<file path="config.mk">
export PLATFORM = sky130hd
export DESIGN_NAME = rc_toy_pulse_code_generator
export DESIGN_NICKNAME = d
export VERILOG_FILES = /design/src/rtl/core/rctpg_pkg.sv /design/src/rtl/core/rc_toy_pulse_code_generator.sv /design/src/rtl/core/rctpg_ctrl.sv /design/src/rtl/core/rctpg_dp.sv
export SDC_FILE = /design/constraint.sdc
export NUM_CORES = 1
export LEC_CHECK = 0
export CORE_MARGIN = 2
export CORE_UTILIZATION = 56
export CTS_CLUSTER_DIAMETER = 150
export CTS_CLUSTER_SIZE = 40
export DETAILED_ROUTE_END_ITERATION = 7
export DONT_BUFFER_PORTS = 1
export PLACE_DENSITY = 0.69
export SLEW_MARGIN = 40
export SYNTH_ARGS = -nofsm -noshare
export SYNTH_HDL_FRONTEND = slang
export SYNTH_SLANG_ARGS = --single-unit
</file>
<file path="constraint.sdc">
create_clock -name clk -period 9.3 [get_ports clk]
set_input_delay 0.93 -clock clk [delete_from_list [all_inputs] [get_ports clk]]
set_output_delay 0.93 -clock clk [all_outputs]
set_load 0.01 [all_outputs]
</file>
<file path="src/rtl/core/rctpg_pkg.sv">
// ----------------------------------------------------------------------------
// rctpg_pkg
// Shared types and constants for the RC toy pulse-code generator.
// ----------------------------------------------------------------------------
package rctpg_pkg;

    // Input kind carried on tuser
    localparam logic FUNC_TICK  = 1'b0;
    localparam logic FUNC_WRITE = 1'b1;

    // Field and state widths
    localparam int CMD_W      = 9;
    localparam int LEN_W      = 10;
    localparam int REP_W      = 8;
    localparam int QUOT_W     = 7;
    localparam int DIVR_W     = 10;
    localparam int STEP_W     = 3;
    localparam int S_TDATA_W  = 16;
    localparam int M_TDATA_W  = 8;

    // Repeat count numerator and its restoring-divide length
    localparam logic [QUOT_W-1:0] REPEAT_BASE = 7'd100;
    localparam logic [STEP_W-1:0] DIV_LAST    = 3'd6;

    // Longest frame the length register can hold
    localparam logic [LEN_W-1:0] FRAME_LIMIT = 10'd1023;

    // Commands from the controller to the datapath
    typedef struct packed {
        logic load;
        logic div_start;
        logic div_step;
        logic apply;
    } rctpg_cmd_t;

    // Status from the datapath to the controller
    typedef struct packed {
        logic frame_start;
        logic div_last;
    } rctpg_sts_t;

endpackage

</file>
<file path="src/rtl/core/rc_toy_pulse_code_generator.sv">
// ----------------------------------------------------------------------------
// rc_toy_pulse_code_generator
// Toy radio-control pulse encoder: command writes and half-period ticks in,
// one status word per input word out.
// ----------------------------------------------------------------------------
// Each input word gives exactly one output word. A command write, or a tick
// that does not open a frame, passes through the decide and apply states
// after it is accepted, and its output word is loaded in apply. A tick that
// opens a frame also passes through the divide state between them, because
// the repeat count 100/(count + 2*START_CODES) comes from a restoring divider
// that resolves one quotient bit per cycle. One word is in work at a time;
// the next word is accepted in the cycle after a result is loaded, even
// while that result still waits in the output register. The line level
// holds while no frame is being sent.
module rc_toy_pulse_code_generator
#(
    parameter int START_CODES = 4,
    parameter int MAX_PULSES  = 128
)
(
    input  logic                            clk,
    input  logic                            rst_n,
    input  logic                            s_tvalid,
    output logic                            s_tready,
    input  logic [rctpg_pkg::S_TDATA_W-1:0] s_tdata,   // [8:0] command, rest zero
    input  logic                            s_tuser,   // [0] func: 0 tick, 1 write
    output logic                            m_tvalid,
    input  logic                            m_tready,
    output logic [rctpg_pkg::M_TDATA_W-1:0] m_tdata    // [0] line_level, [1] sending,
                                                       // [2] rejected, rest zero
);
    import rctpg_pkg::*;

    rctpg_cmd_t cmd;
    rctpg_sts_t sts;

    // Sequencing and handshake
    rctpg_ctrl u_ctrl
    (
        .clk      (clk),
        .rst_n    (rst_n),
        .s_tvalid (s_tvalid),
        .s_tready (s_tready),
        .m_tvalid (m_tvalid),
        .m_tready (m_tready),
        .sts      (sts),
        .cmd      (cmd)
    );

    // Frame state, divider and output register
    rctpg_dp
    #(
        .START_CODES (START_CODES),
        .MAX_PULSES  (MAX_PULSES)
    )
    u_dp
    (
        .clk     (clk),
        .rst_n   (rst_n),
        .s_tdata (s_tdata),
        .s_tuser (s_tuser),
        .m_tdata (m_tdata),
        .cmd     (cmd),
        .sts     (sts)
    );

endmodule

</file>
<file path="src/rtl/core/rctpg_ctrl.sv">
// ----------------------------------------------------------------------------
// rctpg_ctrl
// Controller: sequences one word through decode, repeat divide and update,
// and owns the output valid flag.
// ----------------------------------------------------------------------------
module rctpg_ctrl
(
    input  logic              clk,
    input  logic              rst_n,
    input  logic              s_tvalid,
    output logic              s_tready,
    output logic              m_tvalid,
    input  logic              m_tready,
    input  rctpg_pkg::rctpg_sts_t sts,
    output rctpg_pkg::rctpg_cmd_t cmd
);
    import rctpg_pkg::*;

    typedef enum logic [3:0] {
        ST_IDLE   = 4'b0001,
        ST_DECIDE = 4'b0010,
        ST_DIV    = 4'b0100,
        ST_APPLY  = 4'b1000
    } state_t;

    state_t state_reg;
    state_t state_next;
    logic   out_valid_reg;
    logic   out_valid_next;
    logic   slot_free;

    // The output register can take a new word when empty or being drained.
    assign slot_free = !out_valid_reg || m_tready;

    // Next state and command decode
    always_comb
    begin
        state_next    = state_reg;
        cmd           = '0;
        case (state_reg)
            ST_IDLE:
            begin
                if (s_tvalid)
                begin
                    cmd.load   = 1'b1;
                    state_next = ST_DECIDE;
                end
            end
            ST_DECIDE:
            begin
                if (sts.frame_start)
                begin
                    cmd.div_start = 1'b1;
                    state_next    = ST_DIV;
                end
                else
                begin
                    state_next = ST_APPLY;
                end
            end
            ST_DIV:
            begin
                cmd.div_step = 1'b1;
                if (sts.div_last)
                begin
                    state_next = ST_APPLY;
                end
            end
            ST_APPLY:
            begin
                if (slot_free)
                begin
                    cmd.apply  = 1'b1;
                    state_next = ST_IDLE;
                end
            end
            default:
            begin
                state_next = ST_IDLE;
            end
        endcase
    end

    // Output valid: set when a result is written, cleared when taken.
    always_comb
    begin
        if (cmd.apply)
        begin
            out_valid_next = 1'b1;
        end
        else if (m_tready)
        begin
            out_valid_next = 1'b0;
        end
        else
        begin
            out_valid_next = out_valid_reg;
        end
    end

    always_ff @(posedge clk or negedge rst_n)
    begin
        if (!rst_n)
        begin
            state_reg     <= ST_IDLE;
            out_valid_reg <= 1'b0;
        end
        else
        begin
            state_reg     <= state_next;
            out_valid_reg <= out_valid_next;
        end
    end

    assign s_tready = (state_reg == ST_IDLE);
    assign m_tvalid = out_valid_reg;

endmodule

</file>
<file path="src/rtl/core/rctpg_dp.sv">
// ----------------------------------------------------------------------------
// rctpg_dp
// Datapath: input latch, frame state, restoring divider for the repeat
// count, pattern generation and the output register.
// ----------------------------------------------------------------------------
module rctpg_dp
#(
    parameter int START_CODES = 4,
    parameter int MAX_PULSES  = 128
)
(
    input  logic                          clk,
    input  logic                          rst_n,
    input  logic [rctpg_pkg::S_TDATA_W-1:0] s_tdata,
    input  logic                          s_tuser,
    output logic [rctpg_pkg::M_TDATA_W-1:0] m_tdata,
    input  rctpg_pkg::rctpg_cmd_t         cmd,
    output rctpg_pkg::rctpg_sts_t         sts
);
    import rctpg_pkg::*;

    localparam logic [LEN_W:0]    START_LEN = (LEN_W+1)'(START_CODES * 4);
    localparam logic [LEN_W-1:0]  START_END = LEN_W'(START_CODES * 4);
    localparam logic [DIVR_W-1:0] DIV_BIAS  = DIVR_W'(START_CODES * 2);
    localparam logic [CMD_W:0]    CMD_MAX   = (CMD_W+1)'(MAX_PULSES * 2);

    // Latched input word
    logic              func_reg;
    logic [CMD_W-1:0]  cmd_reg;

    // Frame state
    logic [CMD_W-1:0]  pending_reg,  pending_next;
    logic [LEN_W-1:0]  flen_reg,     flen_next;
    logic [LEN_W-1:0]  pos_reg,      pos_next;
    logic [REP_W-1:0]  rep_reg,      rep_next;
    logic              level_reg,    level_next;

    // Divider
    logic [DIVR_W-1:0] divisor_reg;
    logic [DIVR_W-1:0] rem_reg;
    logic [QUOT_W-1:0] quot_reg;
    logic [STEP_W-1:0] step_reg;
    logic [DIVR_W:0]   trial;
    logic              trial_ge;

    // Output register
    logic              out_level_reg;
    logic              out_sending_reg;
    logic              out_rejected_reg;

    // Update helpers
    logic              frame_start;
    logic [LEN_W:0]    len_raw;
    logic [LEN_W-1:0]  len_sat;
    logic [LEN_W-1:0]  flen_eff;
    logic [LEN_W-1:0]  pos_eff;
    logic [REP_W-1:0]  rep_eff;
    logic [LEN_W-1:0]  pos_inc;
    logic              pat_bit;
    logic              reject;

    // A tick starts a frame when a command waits and nothing is being sent.
    assign frame_start = (func_reg == FUNC_TICK) && (pending_reg != '0) && (flen_reg == '0);

    assign sts.frame_start = frame_start;
    assign sts.div_last    = (step_reg == DIV_LAST);

    // Frame length with saturation
    assign len_raw = {1'b0, pending_reg, 1'b0} + START_LEN;
    assign len_sat = (len_raw > {1'b0, FRAME_LIMIT}) ? FRAME_LIMIT : len_raw[LEN_W-1:0];

    // One restoring-divide step
    assign trial    = {rem_reg, quot_reg[QUOT_W-1]};
    assign trial_ge = (trial >= {1'b0, divisor_reg});

    // Input latch and divider registers
    always_ff @(posedge clk)
    begin
        if (cmd.load)
        begin
            func_reg <= s_tuser;
            cmd_reg  <= s_tdata[CMD_W-1:0];
        end
        if (cmd.div_start)
        begin
            divisor_reg <= {1'b0, pending_reg} + DIV_BIAS;
            rem_reg     <= '0;
            quot_reg    <= REPEAT_BASE;
            step_reg    <= '0;
        end
        else if (cmd.div_step)
        begin
            if (trial_ge)
            begin
                rem_reg <= DIVR_W'(trial - {1'b0, divisor_reg});
            end
            else
            begin
                rem_reg <= trial[DIVR_W-1:0];
            end
            quot_reg <= {quot_reg[QUOT_W-2:0], trial_ge};
            step_reg <= step_reg + 1'b1;
        end
    end

    // Values seen by this tick, after a possible frame start
    assign flen_eff = frame_start ? len_sat : flen_reg;
    assign pos_eff  = frame_start ? '0 : pos_reg;
    assign rep_eff  = frame_start ? {1'b0, quot_reg} : rep_reg;
    assign pos_inc  = pos_eff + 1'b1;

    // Start codes send 0,0,0,1; the body alternates 0,1.
    assign pat_bit = (pos_eff < START_END) ? (pos_eff[1:0] == 2'b11) : pos_eff[0];

    assign reject = (func_reg == FUNC_WRITE) && ({1'b0, cmd_reg} > CMD_MAX);

    // Next frame state for the current word
    always_comb
    begin
        pending_next = pending_reg;
        flen_next    = flen_reg;
        pos_next     = pos_reg;
        rep_next     = rep_reg;
        level_next   = level_reg;
        if (func_reg == FUNC_WRITE)
        begin
            if (!reject)
            begin
                pending_next = cmd_reg;
            end
        end
        else
        begin
            if (frame_start)
            begin
                pending_next = '0;
            end
            flen_next = flen_eff;
            pos_next  = pos_eff;
            rep_next  = rep_eff;
            if (flen_eff != '0)
            begin
                level_next = pat_bit;
                if (pos_inc >= flen_eff)
                begin
                    pos_next = '0;
                    if (rep_eff <= REP_W'(1))
                    begin
                        rep_next  = '0;
                        flen_next = '0;
                    end
                    else
                    begin
                        rep_next = rep_eff - 1'b1;
                    end
                end
                else
                begin
                    pos_next = pos_inc;
                end
            end
        end
    end

    // Frame state registers
    always_ff @(posedge clk or negedge rst_n)
    begin
        if (!rst_n)
        begin
            pending_reg <= '0;
            flen_reg    <= '0;
            pos_reg     <= '0;
            rep_reg     <= '0;
            level_reg   <= 1'b0;
        end
        else if (cmd.apply)
        begin
            pending_reg <= pending_next;
            flen_reg    <= flen_next;
            pos_reg     <= pos_next;
            rep_reg     <= rep_next;
            level_reg   <= level_next;
        end
    end

    // Output register
    always_ff @(posedge clk)
    begin
        if (cmd.apply)
        begin
            out_level_reg    <= level_next;
            out_sending_reg  <= (flen_next != '0);
            out_rejected_reg <= reject;
        end
    end

    assign m_tdata = {{(M_TDATA_W-3){1'b0}}, out_rejected_reg, out_sending_reg, out_level_reg};

endmodule

</file>
==> results of run 1 <==
==> cells by family (layout without fill, tap and decap cells) <==
family	Yosys count	count (layout)	synth area share [%]
AOI/OAI and AO/OA	141	141	18.3
xor gates and xnor gates	18	18	3.03
adders and majority gates	27	27	6.64
DFF	86	86	41.7
muxes	13	13	2.53
and+or+nand+nor	233	233	22.8
buffers and inverters	55	43	4.86
other	1	5	0.0722
==> cells in the mapped netlist (3+ instances only) <==
cell	n
nand3_1	26
or3_1	14
dfxtp_1	20
and3_1	6
or2_2	5
inv_1	24
dfrtp_1	42
nand2b_1	6
o31ai_1	12
xnor2_1	10
o21ai_0	24
edfxtp_1	23
a21boi_0	4
a211oi_1	4
nand4_1	12
nor2_1	47
a22oi_1	3
ha_1	26
a21o_1	6
nor3_1	9
a22o_1	11
buf_4	10
nor4_1	9
and2_1	6
a21oi_1	38
nor2b_1	6
xor2_1	8
o21ai_1	4
a221o_1	3
a31oi_1	4
clkbuf_1	17
mux2i_1	12
o21a_1	6
o211ai_1	3
nand2_1	71
==> power breakdown <==
part / internal [W] / leakage, nW / switching (W)
sequential: 0.000494 / 0.922 / 0.000111
clock: 0.000106 / 0.0974 / 0.000158
combinational: 0.000386 / 1.29 / 0.000597
total: 0.000985 / 2.31 / 0.000865
==> routing by layer <==
layer,up-vias,wire length (µm),global-route usage (%)
li1,2049,-,-
met5,-,0,0
met2,121,5460,40.7
met3,19,613,3.34
met1,2002,5330,35.0
met4,0,218,9.27
==> cell type report <==
| cell class | count | area (µm²) |
|---|---|---|
| Sequential cell | 86 | 2170 |
| Fill cell | 805 | 3690 |
| Timing Repair Buffer | 2 | 15.0 |
| Tap cell | 111 | 139 |
| Multi-Input combinational cell | 437 | 2810 |
| Clock buffer | 9 | 124 |
| Clock inverter | 7 | 72.6 |
| Inverter | 25 | 93.8 |
==> critical path: stages, from the launching register on <==
cell and delay (ps):
dfrtp_1 410, or4_4 580, nor4_1 520, nand3_1 250, and2_1 240, ha_1 220, nand3_1 170, nor2_1 80
xnor2_1 140, nor2_1 80, ha_1 200, a211o_1 230, or3_1 310, a211oi_1 390, nor2_1 240, nor3_2 630
a22o_1 260
==> how the worst max path moves through the flow <==
| stage | from | end | slack (ps) | depth (start not counted) |
|---|---|---|---|---|
| 2_1_floorplan | u_dp.flen_reg[1]$_DFFE_PN0P_ | u_dp.rep_reg[6]$_DFFE_PN0P_ | 4820 | 18 |
| 3_3_place_gp | u_dp.flen_reg[1]$_DFFE_PN0P_ | u_dp.pos_reg[6]$_DFFE_PN0P_ | 4360 | 16 |
| 3_5_place_dp | u_dp.flen_reg[1]$_DFFE_PN0P_ | u_dp.pos_reg[1]$_DFFE_PN0P_ | 4330 | 16 |
| 4_1_cts | u_dp.flen_reg[1]$_DFFE_PN0P_ | u_dp.pos_reg[1]$_DFFE_PN0P_ | 4300 | 16 |
| 5_1_grt | u_dp.flen_reg[1]$_DFFE_PN0P_ | u_dp.pos_reg[1]$_DFFE_PN0P_ | 3950 | 15 |
| 6_report | u_dp.flen_reg[1]$_DFFE_PN0P_ | u_dp.pos_reg[1]$_DFFE_PN0P_ | 4270 | 16 |
==> stage by stage <==
stage / instance area (µm²) / worst slack [ps] / util [%] / total power (W)
final: 5420 / 4270 / 59.5 / 0.00185
after global placement: 5210 / 4360 / 57.2 / 0.00155
after floorplan: 5210 / 4820 / - / 0.00138
after detailed placement: 5220 / 4330 / 57.3 / 0.00158
after CTS: 5420 / 4300 / 59.5 / 0.00184
after global routing: 5420 / 3950 / 59.5 / 0.00200
==> impl_results.md, run 1 <==
- FP Rows: 35
- Seq cells post-synth: 86
- CP startpoint kind: register
- Vias post-DR: 4191
- Max FO, Critical Path: 10
- GRT Util Overall: 25.3%
- Cts repair resizes: 0
- Synthesized area: 5200 µm²
- Ports: 31
- Max cap viols: 0
- Area share of the largest cell type after synthesis: 20.2%
- Synthesized netlist cell count: 574
- Setup violations, final: 0
- Drt wl/cell: 17.2 µm
- Fraction of layout cells with a size suffix above 1: 7.42%
- Vias in the first global route: 4059
- Max Clk Rate: 0.199 GHz
- Grt total ovfl: 0
- Placed wire-length estimate: 8400 µm
- RePlAce Congestion: 0.910
- Routed WL: 11600 µm
- Fin crit period: 5030 ps
- FF-to-FF Start: u_dp.flen_reg[1]$_DFFE_PN0P_
- Most frequent cells in the layout: 70 x nand2_1, 47 x nor2_1, 42 x dfrtp_1
- H-tree level count: 3
- CP required: 9610 ps
- Worst r2r dst: u_dp.pos_reg[1]$_DFFE_PN0P_
- Ant diodes: 0
- Synth area leader: dfrtp_1
- Skew final: 15.9 ps
- Mapped Avg Cell Area: 9.05 µm²
- Worst Path Arrival: 5340 ps
- ANT nets after route: 0
- Crit Path Class: reg -> reg
- Worst hold slack: 231 ps
- Post-route clock period utilization: 54.1%
- Initial antenna violation count: 0
- CP Capture Type: register
- Cell variety after synth: 73
- Slew @ Worst Pin: 822 ps
- Starting Density: 57.1%
- First-pass GRT wire length: 19900 µm
- Iter 0 DRT Violations: 323
- P&R area growth vs syn: 4.24%
- Worst relative slew slack: 44.4%
- Seq/Total Area, Yosys: 41.7%
- Post-CTS setup buffer count: 0
- Top post-synthesis cells by area: dfrtp_1 20%, edfxtp_1 13%, dfxtp_1 7.7%
- CORE AREA: 9110 µm²
- Slew Limit Fails: 0
- Primary FF master, synth: dfrtp_1
- Initial DRT Pass Iterations: 5
- Worst R2R Setup Slack: 4270 ps
- Via density: 6.19
- R2R cell count: 16
- RSZ-0062 raised after global routing: no
- Clk sink count: 86
- DRC: 0
- Hold_buf cts: 0
- Largest net degree at the start of global routing: 44
- Final #Nets: 609
- Fin Setup TNS: 0 ps
- Commonest non-fill, non-tap cell in the layout: nand2_1
- CTS tree: yes
- Post-synth EDFFs: 23
- Pwr Density: 342 nW/µm²
- Final Non-Filler Cells: 677
- DIE AREA: 10100 µm²
- Die H: 100 µm
- Die width: 100 µm
- Final hold vios: 0
- Asr flop ratio synth: 50.0%
- Maximum buffer depth of the clock tree: 2
- Clock transition at path regs: 100 ps
- PortBufs: 0
- Leakage: 2.31 nW
- Yosys warns: 0
- Num CTS Buffers: 9
- Clk root buf: clkbuf_8
- Status: finished, final reports clean
- Post-Place Cells: 661
- Clock Latency Late Sink: 380 ps
- VDD IR-drop max: 0.173 mV
- Hold Crit Class: in -> async
(Power assumes the default switching activity.)
==> inputs of run 2 (changes only) <==
- PLACE_DENSITY: 0.69 -> 0.72
- clock period: 9.3 -> 4.2 ns (I/O delays scaled with it)
==> impl_results.md, run 2 (same netlist as run 1, synthesis figures left out) <==
- Status: finished, final reports clean
- DIE AREA: 10100 µm²
- Max Clk Rate: 0.250 GHz
- Seq pwr share: 29.8%
- Pwr Density: 786 nW/µm²
- Hold path startpoint: s_tdata[4]
- R2R cell count: 18
- Final #Nets: 631
- Setup violations, final: 0
- Maximum buffer depth of the clock tree: 2
- Skew final: 8.09 ps
- Slew Limit Fails: 0
- Worst R2R Setup Slack: 210 ps
- Worst Hold Path EP: u_dp.cmd_reg[4]$_DFFE_PP_
- Worst r2r dst: u_dp.pos_reg[6]$_DFFE_PN0P_
- FP Rows: 35
- H-tree level count: 3
- VDD IR-drop max: 0.458 mV
- Vias post-DR: 4333
- Comb pwr share: 57.7%
- P&R area growth vs syn: 8.96%
- Clk root buf: clkbuf_8
- Switching pwr: 0.00203 W
- Internal power: 0.00242 W
- Max FO, Critical Path: 5
- Vias in the first global route: 4113
- Final setup margin: 205 ps
- Worst relative slew slack: 52.1%
- Routed WL: 12100 µm
- CP startpoint kind: register
- Fin crit period: 3990 ps
- Clock Power Share: 12.5%
- Drt wl/cell: 17.3 µm
- Fin Setup TNS: 0 ps
- Placed wire-length estimate: 8720 µm
- Net Sw Frac: 45.7%
- Hold-critical path depth: 0
- Crit Path Class: reg -> reg
- CP Capture Type: register
- Iter 0 DRT Violations: 281
- Starting Density: 57.1%
- Clock transition at path regs: 90 ps
- CP required: 4510 ps
- Clk sink count: 86
- Post-route clock period utilization: 95.1%
- Fraction of layout cells with a size suffix above 1: 12.2%
- PortBufs: 0
- Ports: 31
- Die H: 100 µm
- Total power: 0.00445 W
- Leakage: 2.43 nW
- DRC: 0
- Clock Latency Late Sink: 370 ps
- ANT nets after route: 0
- CORE AREA: 9110 µm²
- Most frequent cells in the layout: 70 x nand2_1, 46 x nor2_1, 42 x dfrtp_1
- Slew @ Worst Pin: 709 ps
- Largest net degree at the start of global routing: 44
- CTS tree: yes
- FF-to-FF Start: u_dp.flen_reg[3]$_DFFE_PN0P_
- Worst Path Arrival: 4300 ps
- RePlAce Congestion: 0.907
- Commonest non-fill, non-tap cell in the layout: nand2_1
- Grt total ovfl: 0
- Ant diodes: 0
- First-pass GRT wire length: 20200 µm
- Via density: 6.20
- Final hold vios: 0
- GRT Util Overall: 25.4%
- Initial antenna violation count: 0
- Max cap viols: 0
- Final Non-Filler Cells: 699
- Die width: 100 µm
- Num CTS Buffers: 9
- Initial DRT Pass Iterations: 5
- Pre-CTS setup slack: 4.38 ps
- Post-Place Cells: 675
- Hold Crit Class: in -> reg
## run 2: critical path: stages (launching register included)
cell	delay [ps]
dfrtp_1	400
or4_4	580
nor4_4	190
nand3_2	160
and2_1	190
ha_2	200
nand3_2	110
nor2_1	70
xnor2_1	120
nor2_1	80
ha_1	180
a211o_1	240
or3_4	340
a211oi_4	290
nor2_2	90
buf_4	170
nor3_4	220
buf_6	160
a22o_1	140
## run 2: worst max-delay path by stage
stage | startpoint | to | slack [ps]
6_report | u_dp.flen_reg[3]$_DFFE_PN0P_ | u_dp.pos_reg[6]$_DFFE_PN0P_ | 210
2_1_floorplan | u_dp.flen_reg[1]$_DFFE_PN0P_ | u_dp.rep_reg[6]$_DFFE_PN0P_ | 20
5_1_grt | u_dp.flen_reg[3]$_DFFE_PN0P_ | u_dp.pos_reg[6]$_DFFE_PN0P_ | -9
3_3_place_gp | u_dp.flen_reg[1]$_DFFE_PN0P_ | u_dp.pos_reg[5]$_DFFE_PN0P_ | 70
3_5_place_dp | u_dp.flen_reg[1]$_DFFE_PN0P_ | u_dp.rep_reg[2]$_DFFE_PN0P_ | 4
4_1_cts | u_dp.flen_reg[1]$_DFFE_PN0P_ | u_dp.pos_reg[6]$_DFFE_PN0P_ | 20
## run 2: layer usage
layer / GRT usage [%] / vias to the layer above / share of wire [%]
met5: 0 / - / 0
met4: 9.80 / 0 / 1.8
met3: 3.41 / 19 / 4.5
met2: 40.7 / 139 / 48
li1: - / 2088 / -
met1: 35.3 / 2087 / 46
## run 2: repair_timing
| action | 4_1_cts | 5_1_grt |
|---|---|---|
| resized for setup | 5 | 10 |
| setup buffers | 0 | 6 |
| pin swaps | 0 | 8 |
| hold buffers | 2 | 0 |
| setup endpoints to repair | 7 | 24 |
| hold endpoints to repair | 43 | 0 |
| gates cloned | 1 | 0 |
## run 2: stage by stage
stage               hold WS (ps)  cell area (µm²)  utilization [%]
floorplan                    124             5240                -
global placement             126             5340             58.7
detailed placement           125             5350             58.8
CTS                          128             5590             61.4
global route                 121             5660             62.2
finish                       137             5660             62.2
## run 2: final cells by class
type | count | area (µm²)
clock inverter | 7 | 56.3
tap | 111 | 139
timing repair buffer | 24 | 210
fill | 769 | 3450
clock buffer | 9 | 124
multi-input combinational | 437 | 2870
inverter | 25 | 93.8
sequential | 86 | 2170
## run 2: power groups by stage
stage	Clock [W]	Combinational (W)	Sequential, W
floorplan	0	0.00186	0.00125
global placement	0	0.00229	0.00133
detailed placement	0	0.00237	0.00134
CTS	0.000564	0.00243	0.00132
global route	0.000602	0.00282	0.00135
finish	0.000556	0.00257	0.00133
